File: src/rtl/core/lut_linear_interp_eval_assert.svh
// Assertion macros for the table interpolation block.
`ifndef LUT_LINEAR_INTERP_EVAL_ASSERT_SVH
`define LUT_LINEAR_INTERP_EVAL_ASSERT_SVH

// Same-cycle implication, disabled during reset.
`define LLI_ASSERT_IMPL(lbl, clk, rstn, ante, cons) \
    lbl: assert property (@(posedge clk) disable iff (!rstn) (ante) |-> (cons)) \
        else $error("same-cycle check failed");

// Next-cycle implication, disabled during reset.
`define LLI_ASSERT_NEXT(lbl, clk, rstn, ante, cons) \
    lbl: assert property (@(posedge clk) disable iff (!rstn) (ante) |=> (cons)) \
        else $error("next-cycle check failed");

`endif

File: src/rtl/core/lli_queue.sv
// Small synchronous FIFO built from registers.
`timescale 1ns / 1ps

module lli_queue #(
    parameter int W     = 8,
    parameter int DEPTH = 4,
    localparam int CW   = $clog2(DEPTH + 1)
) (
    input  logic          i_clk,
    input  logic          i_rst_n,
    input  logic          i_push,
    input  logic [W-1:0]  i_data,
    output logic          o_full,
    input  logic          i_pop,
    output logic [W-1:0]  o_data,
    output logic          o_empty,
    output logic [CW-1:0] o_count
);

    localparam int PW = (DEPTH > 1) ? $clog2(DEPTH) : 1;

    logic [W-1:0]  r_mem [DEPTH];
    logic [PW-1:0] r_wr;
    logic [PW-1:0] r_rd;
    logic [CW-1:0] r_count;
    logic          do_push;
    logic          do_pop;

    assign o_full  = (r_count == CW'(DEPTH));
    assign o_empty = (r_count == '0);
    assign o_count = r_count;
    assign o_data  = r_mem[r_rd];
    assign do_push = i_push && !o_full;
    assign do_pop  = i_pop && !o_empty;

    always_ff @(posedge i_clk) begin
        if (!i_rst_n) begin
            r_wr    <= '0;
            r_rd    <= '0;
            r_count <= '0;
        end else begin
            if (do_push) begin
                r_wr <= (r_wr == PW'(DEPTH - 1)) ? '0 : r_wr + 1'b1;
            end
            if (do_pop) begin
                r_rd <= (r_rd == PW'(DEPTH - 1)) ? '0 : r_rd + 1'b1;
            end
            case ({do_push, do_pop})
                2'b10:   r_count <= r_count + CW'(1);
                2'b01:   r_count <= r_count - CW'(1);
                default: r_count <= r_count;
            endcase
        end
    end

    always_ff @(posedge i_clk) begin
        if (do_push) begin
            r_mem[r_wr] <= i_data;
        end
    end

endmodule

File: config.mk
export PLATFORM = sky130hd
export DESIGN_NAME = lli_queue
export DESIGN_NICKNAME = d
export VERILOG_FILES = /design/src/rtl/core/lut_linear_interp_eval_assert.svh /design/src/rtl/core/lli_queue.sv
export SDC_FILE = /design/constraint.sdc
export NUM_CORES = 1
export LEC_CHECK = 0
export BUFFER_PORTS_ARGS = -buffer_cell sky130_fd_sc_hd__buf_2
export CORE_MARGIN = 5
export CORE_UTILIZATION = 25
export CTS_CLUSTER_DIAMETER = 50
export DETAILED_ROUTE_END_ITERATION = 16
export PLACE_DENSITY = 0.5
export SYNTH_ARGS = -nofsm -noshare
export SYNTH_HDL_FRONTEND = slang
export SYNTH_SLANG_ARGS = --single-unit
export TNS_END_PERCENT = 30
File: constraint.sdc
create_clock -name i_clk -period 3.8 [get_ports i_clk]
set_input_delay 1.14 -clock i_clk [delete_from_list [all_inputs] [get_ports i_clk]]
set_output_delay 1.14 -clock i_clk [all_outputs]
set_load 0.01 [all_outputs]
==> flow_summary.json <==
{
  "status": "finished clean",
  "tns_ns": 0,
  "max_freq_mhz": 350,
  "critPathKind": "register to output pin",
  "finClkSkew_ns": 0.00791,
  "p_leak_uw": 0.000706,
  "min_path_type": "register to register",
  "drive_gt1_share_pct": 31.7,
  "hold_ws_ns": 0.518,
  "grt_usage_pct": 7.58,
  "grt_max_degree": 14,
  "clk_latency_ns": 0.29,
  "peakVddDrop_v": 0.000271,
  "cts_buffer_depth": 2,
  "yosys_warnings": 0,
  "grt_pass1_vias": 973,
  "start_util_pct": 25.7,
  "path_clk_slew_ns": 0.07,
  "drv_slew": 0,
  "vias": 876,
  "io_pins": 25,
  "ctsRootBufferMaster": "clkbuf_8",
  "yosysSeqAreaShare_pct": 69.4,
  "cts-buffers-inserted": 5,
  "cts_sinks": 41,
  "antenna_found_initial": 0,
  "crit_path_end_kind": "output pin",
  "syn-num-nets": 117,
  "place_congestion": 0.682,
  "dr.pass1.iters": 4,
  "setup_viol": 0,
  "critPathSlowestCell": "dfxtp_1",
  "dp_hpwl_um": 2010,
  "layout_common_cells": "edfxtp_1, buf_2, dfxtp_1, mux4_2",
  "critPathBufInv": 1,
  "start_kind": "register",
  "cp_max_fo": 8,
  "htree_levels": 2,
  "hold_viol": 0,
  "tightest_slew_ns": 0.617,
  "critPathMaxStageDelay_ns": 0.69,
  "pwr_density_cell_nw_per_um2": 629,
  "seqCellArea_um2": 1140,
  "final_common_cell": "edfxtp_1",
  "fin_nets": 144,
  "drt_iter0_drc": 16,
  "cpLargestDelayFamily": "flip-flops",
  "ctsHoldBuffers": 0,
  "layout_min_cycle_time_ns": 2.86,
  "synthesis.area_um2": 1640,
  "rsz0062_at_grt": "false",
  "overflow": 0,
  "core_um2": 6390,
  "fp.dieW_um": 91.1,
  "period_share_pct": 75.2,
  "synthTopCellsByArea": "edfxtp_1, dfxtp_1, mux4_2",
  "area_delta_synth_final_pct": 18.8,
  "arrival_ns": 1.72,
  "antenna_left": 0,
  "synth.distinct_cells": 22,
  "yosys.area.top_type": "edfxtp_1",
  "wl_per_cell_um": 13.9,
  "relSlewSlack_pct": 58.5,
  "drv_cap": 0,
  "synthCells": 98,
  "cp_cell_sequence": "mux4_2, buf_2",
  "via_per_inst": 4.32,
  "fill_cells": 636,
  "fp.dieArea_um2": 8300,
  "postRouteWirelength_um": 2820,
  "postCtsResizedCells": 0,
  "die_y_um": 91.1,
  "grt_pass1_wl_um": 4860,
  "drc_errors": 0,
  "ys_ff_latch": 41,
  "antenna_cells": 0,
  "rows": 29,
  "required_ns": 2.66,
  "avgSynthCellArea_um2": 16.8,
  "synth_top_area_share_pct": 58.4,
  "cts_tree": "done",
  "multi_input_area_um2": 459,
  "io_buffers": 24,
  "cts_setup_buffers": 0
}
per-stage QoR:
step	setup slack (ns)	power [µW]	util [%]	instances	area, µm²
3_3_place_gp	1.05	903	28.9	195	1840
2_1_floorplan	1.12	808	-	98	1640
5_1_grt	0.787	1320	30.6	203	1950
4_1_cts	0.865	1250	30.6	203	1950
6_report	0.941	1230	30.6	203	1950
3_5_place_dp	0.939	916	28.9	195	1840
worst register-to-register path: stages (launching register included):
cell and delay, ns:
dfxtp_1 0.43, nor3b_2 0.22, nor2b_1 0.14, inv_1 0.08, ha_1 0.18, inv_1 0.06
fa_1 0.38, xor2_1 0.16, or3_1 0.29, a21boi_0 0.17
Yosys cell counts:
cell type,number
a21boi_0,1
and2_1,6
buf_2,2
clkbuf_1,2
dfxtp_1,9
edfxtp_1,32
fa_1,1
ha_1,6
inv_1,7
mux2i_1,2
mux4_2,8
nand2_1,7
nand3_1,2
nor2_1,2
nor2b_1,1
nor3_1,1
nor3b_2,1
o21ai_0,4
o31ai_1,1
or3_1,1
xnor2_1,1
xor2_1,1
sequential cells by signal, indices dropped and copies added (netlist names), named ones only:
signal,flops
r_wr,2
r_rd,2
o_count,3
r_mem,32
final cells by class:
class                           instances  share of cell area, %
Tap cell                               77                   4.93
Timing Repair Buffer                   24                   6.15
Clock inverter                          3                   2.11
Clock buffer                            5                   3.52
Sequential cell                        41                   58.4
Inverter                                7                   1.35
Multi-Input combinational cell         46                   23.5
final timing paths:
kind	from	to	slack, ns	cells after the start
max	register	o_data[4]	0.94	2
min	r_wr[1]	r_wr[1]	0.52	2
max reg2reg	o_count[2]	o_count[2]	1.61	9
min reg2reg	r_wr[1]	r_wr[1]	0.52	2
cells by family (layout without fill, tap and decap cells):
family	after synthesis	after routing	synth area share (%)
AOI/OAI and AO/OA	6	6	2.13
xor gates and xnor gates	2	2	1.07
muxes	10	10	12.2
DFF	41	41	69.4
and+or+nand+nor	21	21	6.77
adders and majority gates	7	7	5.78
buffers and inverters	11	39	2.66
per-layer routing:
layer	global-route usage [%]	part of all wire, %	vias up
met5	0	0	-
met4	2.93	1.4	0
met3	2.64	5.7	5
met2	12.1	48	23
met1	9.39	45	436
li1	-	-	412
power breakdown:
part | total [µW] | internal (µW) | leakage (µW) | switching, µW
clock network | 335 | 193 | 0.0000518 | 141
logic | 285 | 149 | 0.000287 | 136
registers | 609 | 548 | 0.000367 | 61.3
No activity file was read; power rests on OpenSTA's default activity.
