<file path="config.mk">
export PLATFORM = sky130hd
export DESIGN_NAME = lli_front
export DESIGN_NICKNAME = d
export VERILOG_FILES = /design/src/rtl/core/lut_linear_interp_eval_assert.svh /design/src/rtl/core/lli_pkg.sv /design/src/rtl/core/lli_front.sv
export SDC_FILE = /design/constraint.sdc
export NUM_CORES = 2
export LEC_CHECK = 0
export BUFFER_PORTS_ARGS = -buffer_cell sky130_fd_sc_hd__buf_2
export CAP_MARGIN = 20
export CORE_MARGIN = 1.5
export CORE_UTILIZATION = 58
export CTS_CLUSTER_SIZE = 8
export DETAILED_ROUTE_END_ITERATION = 16
export HOLD_SLACK_MARGIN = 0.1
export MAX_ROUTING_LAYER = met4
export PLACE_DENSITY = 0.77
export RECOVER_POWER = 100
export REMOVE_ABC_BUFFERS = 1
export SLEW_MARGIN = 20
export SYNTH_ARGS = -nofsm -noshare
export SYNTH_HDL_FRONTEND = slang
export SYNTH_SLANG_ARGS = --single-unit
export TNS_END_PERCENT = 5
</file>
<file path="constraint.sdc">
create_clock -name i_clk -period 15.4 [get_ports i_clk]
set_input_delay 0.77 -clock i_clk [delete_from_list [all_inputs] [get_ports i_clk]]
set_output_delay 0.77 -clock i_clk [all_outputs]
set_load 0.005 [all_outputs]
</file>
<file path="src/rtl/core/lut_linear_interp_eval_assert.svh">
// Assertion macros for the table interpolation block.
`ifndef LUT_LINEAR_INTERP_EVAL_ASSERT_SVH
`define LUT_LINEAR_INTERP_EVAL_ASSERT_SVH

// Same-cycle implication, disabled during reset.
`define LLI_ASSERT_IMPL(lbl, clk, rstn, ante, cons) \
    lbl: assert property (@(posedge clk) disable iff (!rstn) (ante) |-> (cons)) \
        else $error("same-cycle check failed");

// Next-cycle implication, disabled during reset.
`define LLI_ASSERT_NEXT(lbl, clk, rstn, ante, cons) \
    lbl: assert property (@(posedge clk) disable iff (!rstn) (ante) |=> (cons)) \
        else $error("next-cycle check failed");

`endif

</file>
<file path="src/rtl/core/lli_pkg.sv">
// Shared types and codes for the table interpolation block.
`timescale 1ns / 1ps

package lli_pkg;

    localparam logic [1:0] OP_EVAL   = 2'd0;
    localparam logic [1:0] OP_LOAD_S = 2'd1;
    localparam logic [1:0] OP_LOAD_V = 2'd2;

    localparam logic [2:0] CFG_ORIGIN   = 3'd0;
    localparam logic [2:0] CFG_INV_STEP = 3'd1;
    localparam logic [2:0] CFG_BINS     = 3'd2;
    localparam logic [2:0] CFG_MEANS    = 3'd3;
    localparam logic [2:0] CFG_OUTW     = 3'd4;

    localparam int BIN_MAX_W = 16;
    localparam int VA_MAX_W  = 22;

    typedef enum logic [1:0] {
        K_EVAL,
        K_LOAD_S,
        K_LOAD_V
    } t_kind;

    typedef enum logic {
        B_IDLE,
        B_RUN
    } t_bstate;

    typedef struct packed {
        logic [1:0]         op;
        logic signed [31:0] sample;
        logic [9:0]         bin;
        logic [3:0]         mean_index;
        logic signed [31:0] p_entry;
        logic signed [31:0] gx_entry;
        logic signed [31:0] gw_entry;
        logic signed [31:0] q_entry;
        logic               last_sample;
    } t_in_word;

    typedef struct packed {
        logic signed [31:0] p_value;
        logic signed [31:0] gx_value;
        logic signed [31:0] gw_value;
        logic signed [31:0] q_value;
        logic [3:0]         mean_slot;
        logic               last_of_run;
        logic               end_of_data;
    } t_out_word;

    typedef struct packed {
        t_kind                 kind;
        logic                  last_sample;
        logic [15:0]           f;
        logic [BIN_MAX_W-1:0]  xl;
        logic [BIN_MAX_W-1:0]  xh;
        logic [VA_MAX_W-1:0]   vl;
        logic [VA_MAX_W-1:0]   vh;
        logic [31:0]           data_a;
        logic [31:0]           data_b;
    } t_cmd;

    typedef struct packed {
        logic gw_on;
        logic gx_on;
        logic q_on;
    } t_outsel;

endpackage

</file>
<file path="src/rtl/core/lli_front.sv">
// Front end: accepts input words, classifies them and computes bin positions.
`timescale 1ns / 1ps

module lli_front #(
    parameter int BINS  = 1024,
    parameter int MEANS = 16,
    localparam int BIN_W = $clog2(BINS)
) (
    input  logic               i_clk,
    input  logic               i_rst_n,
    input  logic               i_push,
    output logic               o_full,
    input  lli_pkg::t_in_word  i_word,
    input  logic [31:0]        i_origin,
    input  logic [31:0]        i_inv_step,
    input  logic [BIN_W-1:0]   i_last_bin,
    output logic               o_cmd_valid,
    output lli_pkg::t_cmd      o_cmd,
    input  logic               i_cmd_full
);

    import lli_pkg::*;

    localparam int VA_W = $clog2(BINS * MEANS);
    localparam logic [16:0] BINS_L  = 17'(BINS);
    localparam logic [6:0]  MEANS_L = 7'(MEANS);

    logic               stall;
    logic               adv;
    logic               accept;
    logic signed [32:0] diff;
    logic [31:0]        d_in;
    logic               bin_ok;
    logic               mi_ok;
    logic               item_ok;
    t_cmd               c_in;
    logic [31:0]        ip;
    logic [15:0]        fr;
    logic [BIN_W-1:0]   xl;
    logic [BIN_W-1:0]   xh;
    t_cmd               c2_in;
    t_cmd               c3_in;
    logic [63:0]        prod;

    logic        r_v0;
    logic        r_v1;
    logic        r_v2;
    logic        r_v3;
    t_cmd        r_c0;
    t_cmd        r_c1;
    t_cmd        r_c2;
    t_cmd        r_c3;
    logic [31:0] r_d0;
    logic [63:0] r_p1;

    assign stall       = r_v3 && i_cmd_full;
    assign adv         = !stall;
    assign o_full      = stall;
    assign accept      = i_push && !stall;
    assign o_cmd_valid = r_v3;
    assign o_cmd       = r_c3;
    assign prod        = r_d0 * i_inv_step;

    always_comb begin
        diff   = {i_word.sample[31], i_word.sample} - {i_origin[31], i_origin};
        d_in   = (!diff[32] && (diff != '0) && (i_inv_step != '0)) ? diff[31:0] : '0;
        bin_ok = ({7'b0, i_word.bin} < BINS_L);
        mi_ok  = ({3'b0, i_word.mean_index} < MEANS_L);
        c_in             = '0;
        c_in.kind        = K_EVAL;
        c_in.last_sample = i_word.last_sample;
        item_ok          = 1'b0;
        unique case (i_word.op)
            OP_EVAL: begin
                item_ok = 1'b1;
            end
            OP_LOAD_S: begin
                c_in.kind   = K_LOAD_S;
                item_ok     = bin_ok;
                c_in.xl     = BIN_MAX_W'(i_word.bin);
                c_in.data_a = i_word.p_entry;
                c_in.data_b = i_word.gx_entry;
            end
            OP_LOAD_V: begin
                c_in.kind   = K_LOAD_V;
                item_ok     = bin_ok && mi_ok;
                c_in.vl     = VA_MAX_W'(VA_W'(32'(i_word.bin) * MEANS
                                              + 32'(i_word.mean_index)));
                c_in.data_a = i_word.gw_entry;
                c_in.data_b = i_word.q_entry;
            end
            default: begin
                item_ok = 1'b0;
            end
        endcase
    end

    always_comb begin
        ip    = r_p1[63:32];
        fr    = r_p1[31:16];
        c2_in = r_c1;
        if (ip >= 32'(i_last_bin)) begin
            xl = i_last_bin;
            xh = i_last_bin;
            c2_in.f = '0;
        end else begin
            xl = ip[BIN_W-1:0];
            xh = ip[BIN_W-1:0] + BIN_W'(fr != '0);
            c2_in.f = fr;
        end
        if (r_c1.kind == K_EVAL) begin
            c2_in.xl = BIN_MAX_W'(xl);
            c2_in.xh = BIN_MAX_W'(xh);
        end else begin
            c2_in.f = r_c1.f;
        end
    end

    always_comb begin
        c3_in = r_c2;
        if (r_c2.kind == K_EVAL) begin
            c3_in.vl = VA_MAX_W'(VA_W'(32'(r_c2.xl[BIN_W-1:0]) * MEANS));
            c3_in.vh = VA_MAX_W'(VA_W'(32'(r_c2.xh[BIN_W-1:0]) * MEANS));
        end
    end

    always_ff @(posedge i_clk) begin
        if (!i_rst_n) begin
            r_v0 <= 1'b0;
            r_v1 <= 1'b0;
            r_v2 <= 1'b0;
            r_v3 <= 1'b0;
        end else if (adv) begin
            r_v0 <= accept && item_ok;
            r_v1 <= r_v0;
            r_v2 <= r_v1;
            r_v3 <= r_v2;
        end
    end

    always_ff @(posedge i_clk) begin
        if (adv) begin
            r_c0 <= c_in;
            r_d0 <= d_in;
            r_c1 <= r_c0;
            r_p1 <= prod;
            r_c2 <= c2_in;
            r_c3 <= c3_in;
        end
    end

endmodule

</file>
==> impl_metrics.csv <==
group,metric,value,unit
run_status,outcome,"complete, but fails checks",
run_status,violations,"max-capacitance violations, max-slew violations",
logic_synthesis,ys_ff_latch,510,
floorplan,die_w,303.9,µm
floorplan,num_io_pins,416,
drt,dr_wl_met3,12900,µm
logic_synthesis,synth_seq_area_share,0.2908,
logic_synthesis,yosysWarnings,0,
logic_synthesis,synthCells,4818,
floorplan,core_region_area,0.08987,mm²
global_route,grt_pass1_vias,37810,
placed_design,placed_area,0.05519,mm²
sta,finalMaxSlewViolations,654,
sta,finalCritPeriodShare,0.6855,
global_route,gr-total-overflow,0,
logic_synthesis,synth_top_cell_area_share,0.3415,
placed_design,place_congestion,0.9431,
drt,viasPerCell,5.610,
worst_hold_path,hp-class,"in2reg",
final_layout,final_nets,6533,
global_route,grt_max_degree,84,
clock_tree,clk_pin_slew_worst_paths,0.05,ns
logic_synthesis,synth_area_leaders,"fa_1, edfxtp_1, and2_1",
drt,routed.top_layer,"met4",
clock_tree,clockRootBuffer,"clkbuf_16",
sta,slew_headroom,-1.829,
global_route,antenna_found_initial,10,
final_layout,drive_above_1_share,0.08665,
sta,hold_viol,0,
setup_path,worst_setup_path_start_kind,"register",
clock_tree,clkLatencyLatePin,0.61,ns
logic_synthesis,async_flop_share,0,
final_layout,final_cell_area,0.05714,mm²
sta,setup_viol,0,
global_route,grt_usage,0.3007,
sta,fin_worst_skew,0.02751,ns
setup_path,cp-end-kind,"register",
sta,worstMarginPinSlew,4.243,ns
sta,fmax,94.73,MHz
logic_synthesis,ys_types,72,
drt,vias,35280,
logic_synthesis,synthFlopType,"edfxtp_1",
setup_path,worstPathRequired,15.53,ns
logic_synthesis,synth_edf_count,506,
logic_synthesis,yosysTopAreaCell,"fa_1",
sta,tns,0,ns
drt,dr_wl_met2,61640,µm
clock_tree,postCtsSetupRepairBufs,0,
worst_hold_path,min-delay-start,"i_word[0]",
clock_tree,h-tree-depth,3,
floorplan,die_height,303.9,µm
setup_path,cp.arrival,10.69,ns
setup_path,critical_path_class,"reg2reg",
drt,wl_met1,51770,µm
drt,wl_per_cell,20.85,µm
floorplan,initial_utilization,0.5844,
clock_tree,cts_resized,0,
final_layout,areaGrowthSynthToFinish,8.802,%
clock_tree,hold_buffers,0,
drt,final_antenna_net_count,0,
drt,routed_wl,131100,µm
final_layout,postLayoutCoreUtil,0.6358,
drt,drtIter0Drc,2574,
global_route,grt_pass1_wl,207900,µm
clock_tree,clock_path_buffers,3,
floorplan,die-area,0.09237,mm²
drt,drc,0,
placed_design,hpwlAfterDp,94920,µm
floorplan,fp-row-count,110,
setup_path,critPathMaxFanout,80,
setup_path,r2r-start,"o_cmd_valid",
drt,dr.pass1.iters,5,
placed_design,io_buffers,383,
logic_synthesis,syn_avg_cell_area,10.90,µm²
clock_tree,tritoncts,"yes",
sta,fin_crit,10.56,ns
final_layout,final_common_cell,"inv_1",
job,cap_violations,10,
clock_tree,clkSinkCount,510,
clock_tree,cts-buffers-inserted,75,
logic_synthesis,syn_area,0.05252,mm²
sta,rsz0062_at_grt,"false",
final_layout,final_cell_mix,"inv_1, fa_1, and2_1",
setup_path,startpoint,"o_cmd_valid",
-- cell type report --
type | instances | area (µm²)
fillers | 6951 | 32730
multi-input cells | 3129 | 32620
flip-flops and latches | 510 | 15270
inverters | 928 | 3483
repair buffers | 429 | 2123
clock buffers | 96 | 2019
well taps | 1176 | 1471
clock inverters | 9 | 125.1
diodes | 12 | 30.03
-- cell families (layout without fill, tap and decap cells) --
kind of cell,Yosys count,after routing,synth area share
AND/OR/NAND/NOR,1404,1404,0.1369
multiplexers,23,23,0.004622
adder cells (fa/ha/maj),1205,1205,0.4151
flip-flops,510,510,0.2908
AO/OA/AOI/OAI,380,380,0.04912
buffers and inverters,1210,1462,0.08917
XOR/XNOR,85,85,0.01417
other,1,44,0.00007140
-- stage by stage --
step	hold WS, ns	worst slack [ns]	instances
3_3_place_gp	0.4001	7.002	6172
5_1_grt	0.3136	3.553	6283
4_1_cts	0.3075	7.017	6277
6_report	0.3388	4.843	6289
3_5_place_dp	0.4045	6.821	6172
2_1_floorplan	0.4003	1.645	4567
-- synthesized netlist by cell type, types with 7 or more instances --
cell and n:
o21bai_1 16, nand3_1 22, o211ai_1 10, and2_1 640, nand2_1 487, nand4_1 20
a211oi_1 15, ha_1 309, inv_1 928, o21a_1 13, o21ai_0 55, buf_1 7
a22oi_1 65, buf_4 32, a31oi_1 7, xnor2_1 50, clkbuf_1 231, xor2_1 35
fa_1 896, nor4_1 19, nor2_1 142, nand2b_1 8, nor2b_1 13, mux2_2 10
a21o_1 47, a21oi_1 86, edfxtp_1 506, nor3_1 13, and3_1 27, mux2i_1 13
o21ai_1 13, buf_2 9
-- worst max-delay path, cell delays in order (launching register included) --
cell and delay [ns]:
dfxtp_1 0.30, nand2_1 1.77, clkbuf_1 2.92, clkbuf_1 2.74, clkbuf_1 2.27
-- registers in the layout (all words and copies together) (netlist names), 10 cells and up --
signal  count
c2_in      81
r_p1       48
r_c0       91
r_c2       14
r_c1       10
r_d0       32
c3_in     103
o_cmd     127
-- metal layers --
layer  up-vias  global-route usage
met4         0              0.1113
met3       303             0.06553
met2      1819              0.4701
met1     17810              0.3886
met5         -                   -
li1      15350                   -
-- path summary, 6_finish.rpt --
kind / end / slack, ns / cells after the start
hold / removal: r_c0[156] / 0.34 / 1
setup reg to reg: c3_in[155] / 4.84 / 4
setup / recovery: c3_in[155] / 4.84 / 4
hold reg to reg: c2_in[30] / 0.41 / 0
Power is not shown: default switching activity piles up to over one toggle a cycle in this logic, so the estimate is an artifact.
